--- config.mk ---
export PLATFORM = sky130hd
export DESIGN_NAME = ring_resource_token_arbiter_core
export DESIGN_NICKNAME = d
export VERILOG_FILES = /design/src/rtl/rrta_pkg.sv /design/src/rtl/rrta_in_stage.sv /design/src/rtl/rrta_step.sv /design/src/rtl/ring_resource_token_arbiter_core.sv
export VERILOG_INCLUDE_DIRS = /design/src /design/src/rtl
export SDC_FILE = /design/constraint.sdc
export NUM_CORES = 1
export LEC_CHECK = 0
export BUFFER_PORTS_ARGS = -buffer_cell sky130_fd_sc_hd__clkbuf_2
export CAP_MARGIN = 20
export CORE_MARGIN = 2
export CORE_UTILIZATION = 49
export DETAILED_ROUTE_END_ITERATION = 12
export PLACE_DENSITY = 0.78
export SLEW_MARGIN = 20
export SYNTH_ARGS = -nofsm -noshare
export SYNTH_HDL_FRONTEND = slang
export SYNTH_HIERARCHICAL = 1
export SYNTH_SLANG_ARGS = --single-unit
--- constraint.sdc ---
create_clock -name clk -period 4.26 [get_ports clk]
set_input_delay 0.213 -clock clk [delete_from_list [all_inputs] [get_ports clk]]
set_output_delay 0.213 -clock clk [all_outputs]
set_load 0.03 [all_outputs]
--- src/rtl/ring_resource_token_arbiter_core_assert.svh ---
// ----------------------------------------------------------------------------
// Ring resource token arbiter assertion macros
// Clocked property macros used by the arbiter core RTL.
// ----------------------------------------------------------------------------
`ifndef RING_RESOURCE_TOKEN_ARBITER_CORE_ASSERT_SVH
`define RING_RESOURCE_TOKEN_ARBITER_CORE_ASSERT_SVH

// Check a condition at every clock edge outside reset.
`define RRTA_ASSERT_ALWAYS(lbl, cond, msg) \
  lbl: assert property (@(posedge clk) disable iff (rst) (cond)) else $error(msg);

// Check that a condition implies another in the same cycle.
`define RRTA_ASSERT_IMPLIES(lbl, ante, cons, msg) \
  lbl: assert property (@(posedge clk) disable iff (rst) (ante) |-> (cons)) \
    else $error(msg);

`endif

--- src/rtl/rrta_pkg.sv ---
// ----------------------------------------------------------------------------
// rrta_pkg
// Types, codes and ring helpers for the ring resource token arbiter.
// ----------------------------------------------------------------------------
package rrta_pkg;

  localparam int SEAT_W = 4;
  localparam int MASK_W = 5;

  localparam logic CMD_REQ = 1'b0;
  localparam logic CMD_REL = 1'b1;

  localparam logic TOK_LEFT  = 1'b0;
  localparam logic TOK_RIGHT = 1'b1;

  typedef enum logic [1:0] {
    PH_IDLE  = 2'd0,
    PH_WAIT  = 2'd1,
    PH_GRANT = 2'd2
  } phase_t;

  typedef struct packed {
    logic [MASK_W-1:0] newly_granted;
    logic [MASK_W-1:0] granted_mask;
    logic [MASK_W-1:0] waiting_mask;
    logic              bad_event;
  } result_t;

  function automatic int ring_left(int j, int n);
    return (j == 0) ? n - 1 : j - 1;
  endfunction

  function automatic int ring_right(int j, int n);
    return (j == n - 1) ? 0 : j + 1;
  endfunction

endpackage

--- src/rtl/rrta_in_stage.sv ---
// ----------------------------------------------------------------------------
// rrta_in_stage
// Input register: holds one command transaction until the evaluator takes it.
// ----------------------------------------------------------------------------
module rrta_in_stage (
  input  logic                        clk,
  input  logic                        rst,
  input  logic                        in_valid,
  output logic                        in_ready,
  input  logic                        cmd,
  input  logic [rrta_pkg::SEAT_W-1:0] seat,
  input  logic                        take,
  output logic                        q_valid,
  output logic                        q_cmd,
  output logic [rrta_pkg::SEAT_W-1:0] q_seat
);
  import rrta_pkg::*;

  logic accept;

  assign in_ready = !q_valid || take;
  assign accept   = in_valid && in_ready;

  always_ff @(posedge clk) begin
    if (rst) begin
      q_valid <= 1'b0;
    end else if (accept) begin
      q_valid <= 1'b1;
    end else if (take) begin
      q_valid <= 1'b0;
    end
  end

  always_ff @(posedge clk) begin
    if (accept) begin
      q_cmd  <= cmd;
      q_seat <= seat;
    end
  end

endmodule

--- src/rtl/rrta_step.sv ---
// ----------------------------------------------------------------------------
// rrta_step
// Single-pass evaluation of one request or release against the ring state.
// ----------------------------------------------------------------------------
module rrta_step #(
  parameter int SEATS = 5
) (
  input  logic                          cmd,
  input  logic [rrta_pkg::SEAT_W-1:0]   seat,
  input  rrta_pkg::phase_t [SEATS-1:0]  phase,
  input  logic [SEATS-1:0]              owner,
  output rrta_pkg::phase_t [SEATS-1:0]  phase_next,
  output logic [SEATS-1:0]              owner_next,
  output rrta_pkg::result_t             res
);
  import rrta_pkg::*;

  localparam int PAD_W = (SEATS > MASK_W) ? SEATS : MASK_W;

  logic [SEATS-1:0] sel;
  logic [SEATS-1:0] is_left;
  logic [SEATS-1:0] is_right;
  logic [SEATS-1:0] idle_v;
  logic [SEATS-1:0] grant_v;
  logic             in_range;
  logic             is_req;
  logic             bad;
  logic             ok;

  phase_t [SEATS-1:0] phase1;
  phase_t [SEATS-1:0] phase2;
  logic [SEATS-1:0]   owner1;
  logic [SEATS-1:0]   grant_a;
  logic [SEATS-1:0]   grant_b;
  logic [SEATS-1:0]   fresh;
  logic [SEATS-1:0]   gmask;
  logic [SEATS-1:0]   wmask;
  logic [PAD_W-1:0]   fresh_pad;
  logic [PAD_W-1:0]   gmask_pad;
  logic [PAD_W-1:0]   wmask_pad;

  always_comb begin
    for (int j = 0; j < SEATS; j++) begin
      sel[j]     = (seat == SEAT_W'(j));
      idle_v[j]  = (phase[j] == PH_IDLE);
      grant_v[j] = (phase[j] == PH_GRANT);
    end
    for (int j = 0; j < SEATS; j++) begin
      is_left[j]  = sel[ring_right(j, SEATS)];
      is_right[j] = sel[ring_left(j, SEATS)];
    end
  end

  assign in_range = ({1'b0, seat} < (SEAT_W + 1)'(SEATS));
  assign is_req   = (cmd == CMD_REQ);
  assign bad      = !in_range || (is_req ? ~|(sel & idle_v) : ~|(sel & grant_v));
  assign ok       = !bad;

  always_comb begin
    for (int j = 0; j < SEATS; j++) begin
      phase1[j] = phase[j];
      owner1[j] = owner[j];
      if (ok && is_req && sel[j]) begin
        phase1[j] = PH_WAIT;
      end
      if (ok && !is_req && sel[j]) begin
        phase1[j] = PH_IDLE;
        owner1[j] = TOK_RIGHT;
      end
      if (ok && !is_req && is_left[j]) begin
        owner1[j] = TOK_LEFT;
      end
    end
    for (int j = 0; j < SEATS; j++) begin
      grant_a[j] = ok && ((is_req && sel[j]) || (!is_req && is_left[j])) &&
                   (phase1[j] == PH_WAIT) &&
                   (phase1[ring_left(j, SEATS)] != PH_GRANT) &&
                   (phase1[ring_right(j, SEATS)] != PH_GRANT) &&
                   (owner1[j] == TOK_LEFT) &&
                   (owner1[ring_left(j, SEATS)] == TOK_RIGHT);
    end
    for (int j = 0; j < SEATS; j++) begin
      phase2[j] = grant_a[j] ? PH_GRANT : phase1[j];
    end
    for (int j = 0; j < SEATS; j++) begin
      grant_b[j] = ok && !is_req && is_right[j] &&
                   (phase2[j] == PH_WAIT) &&
                   (phase2[ring_left(j, SEATS)] != PH_GRANT) &&
                   (phase2[ring_right(j, SEATS)] != PH_GRANT) &&
                   (owner1[j] == TOK_LEFT) &&
                   (owner1[ring_left(j, SEATS)] == TOK_RIGHT);
    end
    for (int j = 0; j < SEATS; j++) begin
      phase_next[j] = grant_b[j] ? PH_GRANT : phase2[j];
      gmask[j]      = (phase_next[j] == PH_GRANT);
      wmask[j]      = (phase_next[j] == PH_WAIT);
    end
  end

  assign owner_next = owner1;
  assign fresh      = grant_a | grant_b;
  assign fresh_pad  = PAD_W'(fresh);
  assign gmask_pad  = PAD_W'(gmask);
  assign wmask_pad  = PAD_W'(wmask);

  assign res.newly_granted = fresh_pad[MASK_W-1:0];
  assign res.granted_mask  = gmask_pad[MASK_W-1:0];
  assign res.waiting_mask  = wmask_pad[MASK_W-1:0];
  assign res.bad_event     = bad;

endmodule

--- src/rtl/ring_resource_token_arbiter_core.sv ---
// ----------------------------------------------------------------------------
// ring_resource_token_arbiter_core: token arbiter for a ring of seats
// Input reg, then result reg; the seat phase and token update is one pass.
// Throughput: one transaction per cycle unless out_ready stalls the result reg.
// Reset: all seats idle, tokens to the right seat for odd resources below the last.
// ----------------------------------------------------------------------------
`include "ring_resource_token_arbiter_core_assert.svh"

module ring_resource_token_arbiter_core #(
  parameter int SEATS = 5
) (
  input  logic                        clk,
  input  logic                        rst,
  input  logic                        in_valid,
  output logic                        in_ready,
  input  logic                        cmd,
  input  logic [rrta_pkg::SEAT_W-1:0] seat,
  output logic                        out_valid,
  input  logic                        out_ready,
  output logic [rrta_pkg::MASK_W-1:0] newly_granted,
  output logic [rrta_pkg::MASK_W-1:0] granted_mask,
  output logic [rrta_pkg::MASK_W-1:0] waiting_mask,
  output logic                        bad_event
);
  import rrta_pkg::*;

  logic               q_valid;
  logic               q_cmd;
  logic [SEAT_W-1:0]  q_seat;
  logic               take;
  phase_t [SEATS-1:0] phase;
  phase_t [SEATS-1:0] phase_next;
  logic [SEATS-1:0]   owner;
  logic [SEATS-1:0]   owner_next;
  result_t            res_next;
  result_t            res;
  logic [SEATS-1:0]   gvec;
  logic [SEATS-1:0]   gvec_rot;

  assign take = q_valid && (!out_valid || out_ready);

  rrta_in_stage u_in (
    .clk      (clk),
    .rst      (rst),
    .in_valid (in_valid),
    .in_ready (in_ready),
    .cmd      (cmd),
    .seat     (seat),
    .take     (take),
    .q_valid  (q_valid),
    .q_cmd    (q_cmd),
    .q_seat   (q_seat)
  );

  rrta_step #(
    .SEATS (SEATS)
  ) u_step (
    .cmd        (q_cmd),
    .seat       (q_seat),
    .phase      (phase),
    .owner      (owner),
    .phase_next (phase_next),
    .owner_next (owner_next),
    .res        (res_next)
  );

  always_ff @(posedge clk) begin
    if (rst) begin
      for (int k = 0; k < SEATS; k++) begin
        phase[k] <= PH_IDLE;
        owner[k] <= (k[0] && (k < SEATS - 1)) ? TOK_RIGHT : TOK_LEFT;
      end
      out_valid <= 1'b0;
    end else if (take) begin
      phase     <= phase_next;
      owner     <= owner_next;
      out_valid <= 1'b1;
    end else if (out_ready) begin
      out_valid <= 1'b0;
    end
  end

  always_ff @(posedge clk) begin
    if (take) begin
      res <= res_next;
    end
  end

  assign newly_granted = res.newly_granted;
  assign granted_mask  = res.granted_mask;
  assign waiting_mask  = res.waiting_mask;
  assign bad_event     = res.bad_event;

  always_comb begin
    for (int k = 0; k < SEATS; k++) begin
      gvec[k] = (phase[k] == PH_GRANT);
    end
  end

  assign gvec_rot = {gvec[SEATS-2:0], gvec[SEATS-1]};

  `RRTA_ASSERT_ALWAYS(a_no_adjacent_grant, (gvec & gvec_rot) == '0, "neighbors both granted")
  `RRTA_ASSERT_IMPLIES(a_grant_wait_disjoint, out_valid, (granted_mask & waiting_mask) == '0, "seat both granted and waiting")
  `RRTA_ASSERT_IMPLIES(a_fresh_is_granted, out_valid, (newly_granted & ~granted_mask) == '0, "new grant missing from grant mask")
  `RRTA_ASSERT_IMPLIES(a_bad_no_grant, out_valid && bad_event, newly_granted == '0, "ignored transaction granted a seat")

endmodule

==> results of run 1 <==
-- final timing paths --
kind,startpoint,endpoint,slack [ns],cells after the start
max,u_in/q_seat[0],phase[2],1.10,8
max reg2reg,u_in/q_seat[0],phase[2],1.10,8
min,seat[0],u_in/q_seat[0],0.10,1
min reg2reg,owner[4],owner[4],0.50,2
-- power by group --
group	switching (W)	internal [W]	total [W]
sequential	0.0000132	0.000400	0.000413
clock	0.000116	0.000116	0.000232
combinational	0.0000508	0.0000294	0.0000802
-- critical path: cells and delay by family, from the launching register on --
kind,cells,cell delay [ns]
AO/OA/AOI/OAI,4,1.28
AND/OR/NAND/NOR,3,1.07
flip-flops,1,0.65
multiplexers,1,0.06
-- routing by layer --
metal	track usage [%]	vias to the layer above	wire, um
li1	-	951	-
met1	22.70	875	2088
met2	30.58	49	2207
met3	4.472	5	254
met4	4.960	0	48
met5	0	-	0
-- layout by cell type, fill, tap and decap left out, types with 2 or more instances in the layout --
cell,instances
sky130_fd_sc_hd__nand2b_1,32
sky130_fd_sc_hd__clkbuf_2,26
sky130_fd_sc_hd__nor2_1,25
sky130_fd_sc_hd__edfxtp_1,21
sky130_fd_sc_hd__dfxtp_1,17
sky130_fd_sc_hd__nand2_1,17
sky130_fd_sc_hd__mux2i_1,15
sky130_fd_sc_hd__inv_1,10
sky130_fd_sc_hd__a21oi_1,9
sky130_fd_sc_hd__a21o_1,6
sky130_fd_sc_hd__clkbuf_8,5
sky130_fd_sc_hd__nor2b_1,5
sky130_fd_sc_hd__o21ai_0,5
sky130_fd_sc_hd__nor3_1,5
sky130_fd_sc_hd__a22oi_1,4
sky130_fd_sc_hd__a211oi_1,4
sky130_fd_sc_hd__clkbuf_1,3
sky130_fd_sc_hd__a32oi_1,3
sky130_fd_sc_hd__a22o_1,3
sky130_fd_sc_hd__nor4b_4,2
sky130_fd_sc_hd__nand4_1,2
sky130_fd_sc_hd__a31o_2,2
sky130_fd_sc_hd__a31oi_1,2
sky130_fd_sc_hd__o22ai_1,2
sky130_fd_sc_hd__nand3_1,2
sky130_fd_sc_hd__a211o_1,2
sky130_fd_sc_hd__o21ai_1,2
-- flip-flops by register name (all words and copies together) (netlist names) --
register and cells:
u_in/q_valid 1, waiting_mask 5, bad_event 1, owner 5, newly_granted 5, granted_mask 5, phase 10, u_in/q_seat 4
out_valid 1, u_in/q_cmd 1
-- logic make-up (layout without fill, tap and decap cells) --
kind of cell    count (synthesis)  after routing  synth area share [%]
simple gates                  103            103                 25.79
mux                            16             16                 6.769
flops                          38             38                 39.79
compound gates                 65             65                 22.15
buf+inv                        22             45                 5.487
-- metrics by stage --
step	cells	cell area [um2]	hold slack [ns]	total power, W	setup WS, ns
2_1_floorplan	244	2440	0.2754	0.0004889	1.855
3_3_place_gp	326	2572	0.3904	0.0005002	1.223
3_5_place_dp	326	2572	0.3916	0.0005018	1.112
4_1_cts	334	2653	0.09362	0.0007338	1.085
5_1_grt	334	2653	0.09382	0.0007541	0.7967
6_report	334	2653	0.1007	0.0007251	1.098
-- final cells by class --
cell class,count,share of cell area (%)
multi-input combinational,184,50.61
sequential,38,36.60
inverter,10,1.415
tap,67,3.160
timing repair buffer,27,5.189
clock buffer,8,3.019
==> flow_summary_export.csv, run 1 <==
group,metric,value,unit
synth,synth_enable_flop_cells,21,
cells_and_area,post_route_cells_drive_above_1_share,20.60,%
clock_network,h-tree-depth,2,
sta,layout_worst_path_cycle_share,74.22,%
cells_and_area,antenna_cells_inserted,0,
power_and_ir_drop,power_density,273.3,mW/mm2
sta,slew_headroom,49.35,%
drt,final_routed_wirelength,4598,um
grt,grt_start_max_net_pins,33,
synth,synth.yosys.seq_area_share,39.79,%
floorplanning,dieHeight,74.57,um
status,run_status,"finished clean",
power_and_ir_drop,vdd_ir_max,0.2012,mV
clock_network,cts_hold_repair.buffers,0,
worst_setup_path,path_max_fanout,16,
drt,route.detailed.wl_per_inst,13.77,um
sta,grt_setup_unrepaired,"no",
worst_hold_path,timing.hold.worst.class,"in2reg",
worst_setup_path,crit_path_cell_trace,"nor4b_2, a22oi_1, a31oi_2, a21oi_1, or3b_4, o21ba_1, nand2b_1, mux2i_1",
synth,synth_top_flop_cell,"sky130_fd_sc_hd__edfxtp_1",
synth,syn_area_per_cell,9.999,um2
cells_and_area,final_util,55.79,%
synth,synth_most_common_cell,"sky130_fd_sc_hd__nand2b_1",
floorplanning,initial_core_utilization,51.32,%
drt,drtAntennaViolNets,0,
placed_design,portbufs,26,
floorplanning,core.rowCount,25,
synth,syn_area,0.002440,mm2
worst_setup_path,setup.worst_path.class,"reg2reg",
synth,synth_area_leader_cell,"sky130_fd_sc_hd__edfxtp_1",
cells_and_area,multi_input_comb_area,0.001343,mm2
cells_and_area,fillers,445,
sta,hold_viol,0,
sta,timing_worst_slew_pin_value,0.7574,ns
synth,synth_top_cell_area_share,25.85,%
power_and_ir_drop,cellLeakagePower,1.021,nW
sta,achievable-frequency,316.3,MHz
placed_design,dpl.hpwl,3311,um
sta,finClkSkew,0.005983,ns
flow_run,timing.max_cap.violations,0,
sta,totalNegativeSetupSlack,0,ns
placed_design,routabilityCongestion,0.8907,
floorplanning,die_w,74.57,um
drt,vias,1880,
drt,post_drt_via_cell_ratio,5.629,
cells_and_area,layout-area-overhead-vs-synth,8.718,%
synth,ys_top_cells_by_area,"sky130_fd_sc_hd__edfxtp_1 26%, sky130_fd_sc_hd__dfxtp_1 14%, sky130_fd_sc_hd__nand2b_1 8.2%, sky130_fd_sc_hd__mux2i_1 6.2%, sky130_fd_sc_hd__nor2_1 3.8%",
grt,number_of_antenna_violations_at_the_first_check_in_global_routing,0,
synth,synth_commonest_cells,"32 x sky130_fd_sc_hd__nand2b_1, 25 x sky130_fd_sc_hd__nor2_1, 21 x sky130_fd_sc_hd__edfxtp_1",
grt,first_global_vias,1712,
worst_setup_path,worst_path_max_delay_cell,"sky130_fd_sc_hd__a31oi_2",
cells_and_area,final_nets,275,
synth,synth_nets,253,
floorplanning,floorplan.die_area,0.005560,mm2
clock_network,root_buffer,"sky130_fd_sc_hd__clkbuf_8",
sta,timing.final.max_slew_violations,0,
clock_network,cts-buffers-inserted,5,
synth,synth.ff_latch_count,38,
clock_network,cts.repair.resized,0,
synth,netlist_instances,244,
floorplanning,ioPinCount,27,
worst_setup_path,worst_ep_required,4.43,ns
grt,grt_first_pass_wirelength,7721,um
synth,synthDistinctLibCells,64,
clock_network,tritoncts_num_sinks,38,
clock_network,cts.clk_slew.worst_paths,0.07,ns
drt,drtPass1Iterations,4,
floorplanning,placeableCoreArea,0.004755,mm2
synth,warning_count_from_the_yosys_run,6,
grt,global_route.usage.total,17.95,%
worst_setup_path,worst_ep_arrival_time,3.33,ns
sta,fin_crit,3.162,ns
synth,share_of_async_settable_or_async_resettable_flops_after_synthesis,0,%
worst_setup_path,cp_launch_type,"flop",
grt,global_route.overflow_total,0,
cells_and_area,regArea,970.9,um2
sta,setup-violations-final,0,
drt,drt_first_iter_violations,111,
clock_network,cts_max_path_buffers,2,
clock_network,cts_post_setup_buffers_inserted,0,
worst_setup_path,delay_of_the_slowest_cell_on_the_worst_path,0.69,ns
clock_network,cts_tree,"built",
worst_setup_path,endpoint_kind,"flop",
clock_network,clk-insertion-delay-late,0.29,ns
drt,drc_errors,0,
No activity file was read; power rests on OpenSTA's default activity.
==> inputs of run 2 (changes only) <==
==> constraint.sdc (replaced) <==
create_clock -name clk -period 3.3 [get_ports clk]
set_input_delay 0.165 -clock clk [delete_from_list [all_inputs] [get_ports clk]]
set_output_delay 0.165 -clock clk [all_outputs]
set_load 0.03 [all_outputs]
==> flow_summary_export.csv, run 2 (same netlist as run 1, synthesis figures left out) <==
group,metric,value,unit
clock_network,clk-insertion-delay-late,0.29,ns
power_and_ir_drop,cellLeakagePower,1.055,nW
cells_and_area,largest_reg_flops,10,
worst_setup_path,worst_ep_required,3.52,ns
grt,global_route.usage.total,18.40,%
placed_design,portbufs,26,
worst_setup_path,worst_r2r_path_depth,8,
worst_setup_path,cp_launch_type,"flop",
cells_and_area,fillers,434,
grt,grt_first_pass_wirelength,7983,um
drt,drc_errors,0,
clock_network,root_buffer,"sky130_fd_sc_hd__clkbuf_8",
sta,hold_viol,0,
power_and_ir_drop,power.share.combinational,10.6,%
clock_network,cts_max_path_buffers,2,
worst_setup_path,crit_path_cell_trace,"nor4b_4, a32o_1, o211ai_2, a21o_1, o32ai_2, a22o_1, nand2b_1, mux2i_1",
sta,timing_worst_slew_pin_value,0.6238,ns
sta,achievable-frequency,349.1,MHz
worst_setup_path,worst_ep_arrival_time,3.09,ns
sta,slew_headroom,58.24,%
sta,fin_crit,2.864,ns
drt,drtPass1Iterations,7,
cells_and_area,multi_input_comb_area,0.001343,mm2
sta,totalNegativeSetupSlack,0,ns
clock_network,cts_hold_repair.buffers,0,
grt,grt_start_max_net_pins,33,
cells_and_area,layout.cells.most_common,"sky130_fd_sc_hd__nand2b_1",
floorplanning,dieHeight,74.57,um
drt,drtAntennaViolNets,0,
power_and_ir_drop,vdd_ir_max,0.1897,mV
cells_and_area,post_route_cells_drive_above_1_share,22.59,%
worst_setup_path,endpoint_kind,"flop",
floorplanning,floorplan.die_area,0.005560,mm2
sta,finClkSkew,0.004921,ns
worst_setup_path,setup.worst_path.class,"reg2reg",
cells_and_area,antenna_cells_inserted,0,
drt,route.detailed.wl_per_inst,13.95,um
floorplanning,core.rowCount,25,
grt,global_route.overflow_total,0,
drt,vias,1892,
power_and_ir_drop,p_clk_share,36.5,%
cells_and_area,layout.cells.most_common_list,"32 x sky130_fd_sc_hd__nand2b_1, 26 x sky130_fd_sc_hd__clkbuf_2, 25 x sky130_fd_sc_hd__nor2_1",
cells_and_area,regArea,970.9,um2
floorplanning,die_w,74.57,um
cells_and_area,largest_reg_by_ff_count,"phase",
floorplanning,ioPinCount,27,
grt,first_global_vias,1789,
worst_setup_path,worst_path_max_delay_cell,"sky130_fd_sc_hd__nor4b_4",
clock_network,cts.repair.resized,0,
worst_setup_path,path_max_fanout,10,
power_and_ir_drop,switching_part_of_the_total,23.81,%
sta,hold-worst-slack,0.04540,ns
status,run_status,"finished clean",
cells_and_area,final_nets,278,
clock_network,tritoncts_num_sinks,38,
power_and_ir_drop,internal_power,0.0007660,W
placed_design,dpl.hpwl,3431,um
power_and_ir_drop,seq_power_share,53.0,%
sta,timing.final.max_slew_violations,0,
floorplanning,initial_core_utilization,51.32,%
worst_setup_path,delay_of_the_slowest_cell_on_the_worst_path,0.67,ns
drt,final_routed_wirelength,4702,um
sta,setup-violations-final,0,
sta,layout_worst_path_cycle_share,86.80,%
clock_network,cts_post_setup_buffers_inserted,0,
worst_hold_path,worst_hold_path.num_cells,1,
drt,post_drt_via_cell_ratio,5.614,
flow_run,timing.max_cap.violations,0,
power_and_ir_drop,power_density,371.7,mW/mm2
clock_network,cts-buffers-inserted,5,
clock_network,cts_tree,"built",
grt,number_of_antenna_violations_at_the_first_check_in_global_routing,0,
floorplanning,placeableCoreArea,0.004755,mm2
drt,drt_first_iter_violations,105,
cells_and_area,layout-area-overhead-vs-synth,10.87,%
clock_network,h-tree-depth,2,
clock_network,cts.clk_slew.worst_paths,0.07,ns
sta,grt_setup_unrepaired,"no",
power_and_ir_drop,total_switching_power,0.0002394,W
placed_design,routabilityCongestion,0.8788,
worst_hold_path,timing.hold.worst.class,"in2reg",
run 2: per-stage QoR:
step                setup slack, ns  total power (W)  instances  util, %  instance area, um2
finish                       0.4358         0.001005        337    56.89                2705
floorplan                    0.8951        0.0006311        244        -                2440
detailed placement           0.5060        0.0006497        329    54.58                2595
global placement             0.5828        0.0006475        329    54.58                2595
CTS                          0.4755         0.001017        337    56.89                2705
global route                 0.2307         0.001046        337    56.89                2705
run 2: final timing paths:
check                    to  slack, ns      startpoint
min          u_in/q_seat[2]       0.05         seat[2]
max reg2reg        phase[1]       0.44  u_in/q_seat[3]
max                phase[1]       0.44  u_in/q_seat[3]
min reg2reg        owner[4]       0.50        owner[4]
run 2: critical path, delay by kind of cell, from the launching register on:
| family | cells | cell delay [ns] |
|---|---|---|
| flip-flops | 1 | 0.57 |
| multiplexers | 1 | 0.11 |
| AO/OA/AOI/OAI | 5 | 1.38 |
| AND/OR/NAND/NOR | 2 | 0.72 |
run 2: cell type report:
type,count,area share (%)
flip-flops and latches,38,35.89
repair buffers,30,5.920
clock buffers,8,4.070
well taps,67,3.099
multi-input cells,184,49.63
inverters,10,1.388
run 2: routing by layer:
metal	global-route usage [%]	part of all wire (%)	up-vias
li1	-	-	953
met1	22.76	45	876
met2	31.27	48	54
met3	4.065	5.2	9
met4	7.143	1.6	0
met5	0	0	-
run 2: power by group through the flow:
| stage | clock (W) | combinational [W] | sequential, W |
|---|---|---|---|
| finish | 0.000367 | 0.000106 | 0.000533 |
| global route | 0.000396 | 0.000114 | 0.000535 |
| CTS | 0.000378 | 0.000106 | 0.000533 |
| detailed placement | 0 | 0.000106 | 0.000543 |
| global placement | 0 | 0.000105 | 0.000542 |
| floorplan | 0 | 0.0000785 | 0.000553 |
==> inputs of run 3 (changes only) <==
--- a/config.mk
+++ b/config.mk
@@ -6,12 +6,13 @@
 export SDC_FILE = /design/constraint.sdc
 export NUM_CORES = 1
 export LEC_CHECK = 0
+export ABC_AREA = 1
 export BUFFER_PORTS_ARGS = -buffer_cell sky130_fd_sc_hd__clkbuf_2
 export CAP_MARGIN = 20
 export CORE_MARGIN = 2
-export CORE_UTILIZATION = 49
+export CORE_UTILIZATION = 40
 export DETAILED_ROUTE_END_ITERATION = 12
-export PLACE_DENSITY = 0.78
+export PLACE_DENSITY = 0.67
 export SLEW_MARGIN = 20
 export SYNTH_ARGS = -nofsm -noshare
 export SYNTH_HDL_FRONTEND = slang
==> flow_summary_export.csv, run 3 <==
group,metric,value,unit
status,run_status,"finished clean",
clock_network,cts.repair.resized,0,
cells_and_area,largest_reg_flops,10,
drt,post_drt_via_cell_ratio,4.770,
sta,achievable-frequency,399.6,MHz
synth,synth_area_leader_cell,"sky130_fd_sc_hd__edfxtp_1",
synth,synth_top_flop_cell,"sky130_fd_sc_hd__edfxtp_1",
placed_design,portbufs,26,
power_and_ir_drop,power_density,422.7,mW/mm2
sta,hold_viol,0,
floorplanning,dieHeight,81.30,um
worst_setup_path,setup.worst_path.class,"reg2reg",
cells_and_area,layout.cells.most_common_list,"68 x sky130_fd_sc_hd__nand2_1, 51 x sky130_fd_sc_hd__inv_1, 41 x sky130_fd_sc_hd__nor2_1",
drt,drc_errors,0,
worst_setup_path,path_max_fanout,10,
clock_network,clk-insertion-delay-late,0.29,ns
synth,warning_count_from_the_yosys_run,6,
placed_design,dpl.hpwl,4105,um
sta,grt_setup_unrepaired,"no",
floorplanning,die_w,81.30,um
clock_network,cts_max_path_buffers,2,
cells_and_area,layout.cells.most_common,"sky130_fd_sc_hd__nand2_1",
worst_setup_path,endpoint_kind,"flop",
synth,syn_area_per_cell,7.308,um2
placed_design,placed_cell_area,0.002582,mm2
clock_network,h-tree-depth,2,
clock_network,cts_post_setup_buffers_inserted,0,
floorplanning,initial_core_utilization,40.85,%
clock_network,root_buffer,"sky130_fd_sc_hd__clkbuf_8",
sta,finClkSkew,0.005721,ns
clock_network,cts.clk_slew.worst_paths,0.08,ns
drt,final_routed_wirelength,5242,um
drt,drt_first_iter_violations,163,
clock_network,cts-buffers-inserted,5,
clock_network,tritoncts_num_sinks,38,
worst_setup_path,startpoint,"u_in/q_seat[2]",
power_and_ir_drop,cellLeakagePower,1.342,nW
drt,drtAntennaViolNets,0,
sta,timing.final.ws_setup,0.7975,ns
clock_network,cts_hold_repair.buffers,0,
sta,timing.final.max_slew_violations,0,
floorplanning,placeableCoreArea,0.005851,mm2
drt,route.detailed.wl_per_inst,12.16,um
worst_hold_path,timing.hold.worst.class,"in2reg",
grt,first_global_vias,1802,
synth,synth.yosys.seq_area_share,40.63,%
synth,synth_top_cell_area_share,26.39,%
grt,global_route.usage.total,17.33,%
drt,drtPass1Iterations,4,
power_and_ir_drop,vdd_ir_max,0.1525,mV
floorplanning,core.rowCount,28,
synth,synth_nets,336,
cells_and_area,largest_reg_by_ff_count,"phase",
cells_and_area,final_nets,364,
synth,syn_area,0.002390,mm2
grt,grt_start_max_net_pins,31,
synth,netlist_instances,327,
synth,synthDistinctLibCells,26,
sta,layout_worst_path_cycle_share,75.83,%
placed_design,preCtsSetupSlack,0.7806,ns
floorplanning,floorplan.die_area,0.006609,mm2
worst_setup_path,worst_ep_required,3.49,ns
synth,share_of_async_settable_or_async_resettable_flops_after_synthesis,0,%
clock_network,cts_tree,"built",
cells_and_area,layout-area-overhead-vs-synth,11.99,%
synth,ys_top_cells_by_area,"sky130_fd_sc_hd__edfxtp_1 26%, sky130_fd_sc_hd__dfxtp_1 14%, sky130_fd_sc_hd__nand2_1 11%, sky130_fd_sc_hd__inv_1 8.0%, sky130_fd_sc_hd__nand3_1 6.7%",
grt,global_route.overflow_total,0,
floorplanning,ioPinCount,27,
synth,synth_most_common_cell,"sky130_fd_sc_hd__nand2_1",
flow_run,timing.max_cap.violations,0,
cells_and_area,finish.instance_area,0.002676,mm2
drt,vias,2056,
sta,fin_crit,2.503,ns
worst_setup_path,worst_ep_arrival_time,2.70,ns
cells_and_area,post_route_cells_drive_above_1_share,25.84,%
sta,timing_worst_slew_pin_value,0.4851,ns
worst_hold_path,min_from,"seat[1]",
sta,totalNegativeSetupSlack,0,ns
synth,synth_enable_flop_cells,21,
placed_design,routabilityCongestion,0.9523,
worst_setup_path,cp_launch_type,"flop",
cells_and_area,antenna_cells_inserted,0,
worst_setup_path,r2r_start,"u_in/q_seat[2]",
grt,number_of_antenna_violations_at_the_first_check_in_global_routing,0,
synth,synth.ff_latch_count,38,
grt,grt_first_pass_wirelength,8666,um
sta,slew_headroom,67.63,%
synth,synth_commonest_cells,"68 x sky130_fd_sc_hd__nand2_1, 51 x sky130_fd_sc_hd__inv_1, 41 x sky130_fd_sc_hd__nor2_1",
sta,setup-violations-final,0,
-- run 3: cell count changes after synthesis, sizes merged, moves of 5 or more --
cell	before	now
mux2i	15	1
nand3	2	41
a21o	6	0
a22oi	5	0
o21ai	7	2
inv	10	64
nand2	17	85
nand4	2	7
nand2b	33	0
nor2b	5	0
a21oi	10	22
nor2	25	50
-- run 3: power by group --
| group | internal (W) | switching, W |
|---|---|---|
| Sequential | 0.000536 | 0.0000273 |
| Clock | 0.000168 | 0.000167 |
| Combinational | 0.0000728 | 0.000159 |
-- run 3: metrics by stage --
step / util, % / hold WS [ns] / power, W / std cells
floorplan: - / 0.2274 / 0.0007525 / 327
global placement: 44.14 / 0.3436 / 0.0008062 / 423
detailed placement: 44.14 / 0.3441 / 0.0008055 / 423
CTS: 45.74 / 0.03377 / 0.001141 / 431
global route: 45.74 / 0.02965 / 0.001195 / 431
finish: 45.74 / 0.04259 / 0.001131 / 431
-- run 3: metal layers --
| metal | up-vias | global-route usage (%) | wire (um) |
|---|---|---|---|
| met5 | - | 0 | 0 |
| met4 | 0 | 5.254 | 67 |
| met3 | 7 | 3.444 | 202 |
| met2 | 52 | 27.38 | 2373 |
| met1 | 909 | 23.83 | 2598 |
| li1 | 1088 | - | - |
-- run 3: cell type report --
class                   count  area [um2]
fillers                   565        3174
multi-input cells         217        1125
repair buffers             29       152.6
clock buffers               6       82.58
flip-flops and latches     38       970.9
clock inverters             2       11.26
inverters                  64       240.2
well taps                  75       93.84
-- run 3: cells by family (layout without fill, tap and decap cells) --
family | count (synthesis) | after routing | share of synthesized area [%]
compound gates | 24 | 24 | 5.498
mux | 1 | 1 | 0.4189
flops | 38 | 38 | 40.63
simple gates | 192 | 192 | 41.15
buf+inv | 72 | 101 | 12.30
-- run 3: final timing paths --
path / to / slack (ns) / cells after the start
worst max-delay path: phase[1] / 0.80 / 16
worst min-delay path: u_in/q_seat[1] / 0.04 / 1
worst max register to register: phase[1] / 0.80 / 16
worst min register to register: owner[1] / 0.48 / 2
-- run 3: critical path: stages, from the launching register on --
cell and delay [ns]:
sky130_fd_sc_hd__edfxtp_1 0.43, sky130_fd_sc_hd__nor2_4 0.26, sky130_fd_sc_hd__inv_2 0.07, sky130_fd_sc_hd__nor3_1 0.36, sky130_fd_sc_hd__nand4_1 0.26, sky130_fd_sc_hd__nand2_2 0.17, sky130_fd_sc_hd__nor2_4 0.06, sky130_fd_sc_hd__inv_1 0.13
sky130_fd_sc_hd__nand4_2 0.15, sky130_fd_sc_hd__nand3_2 0.12, sky130_fd_sc_hd__nand2_2 0.06, sky130_fd_sc_hd__inv_2 0.06, sky130_fd_sc_hd__nand2_1 0.04, sky130_fd_sc_hd__inv_1 0.05, sky130_fd_sc_hd__nand3_1 0.06, sky130_fd_sc_hd__nand2_1 0.08
sky130_fd_sc_hd__nor2_1 0.04
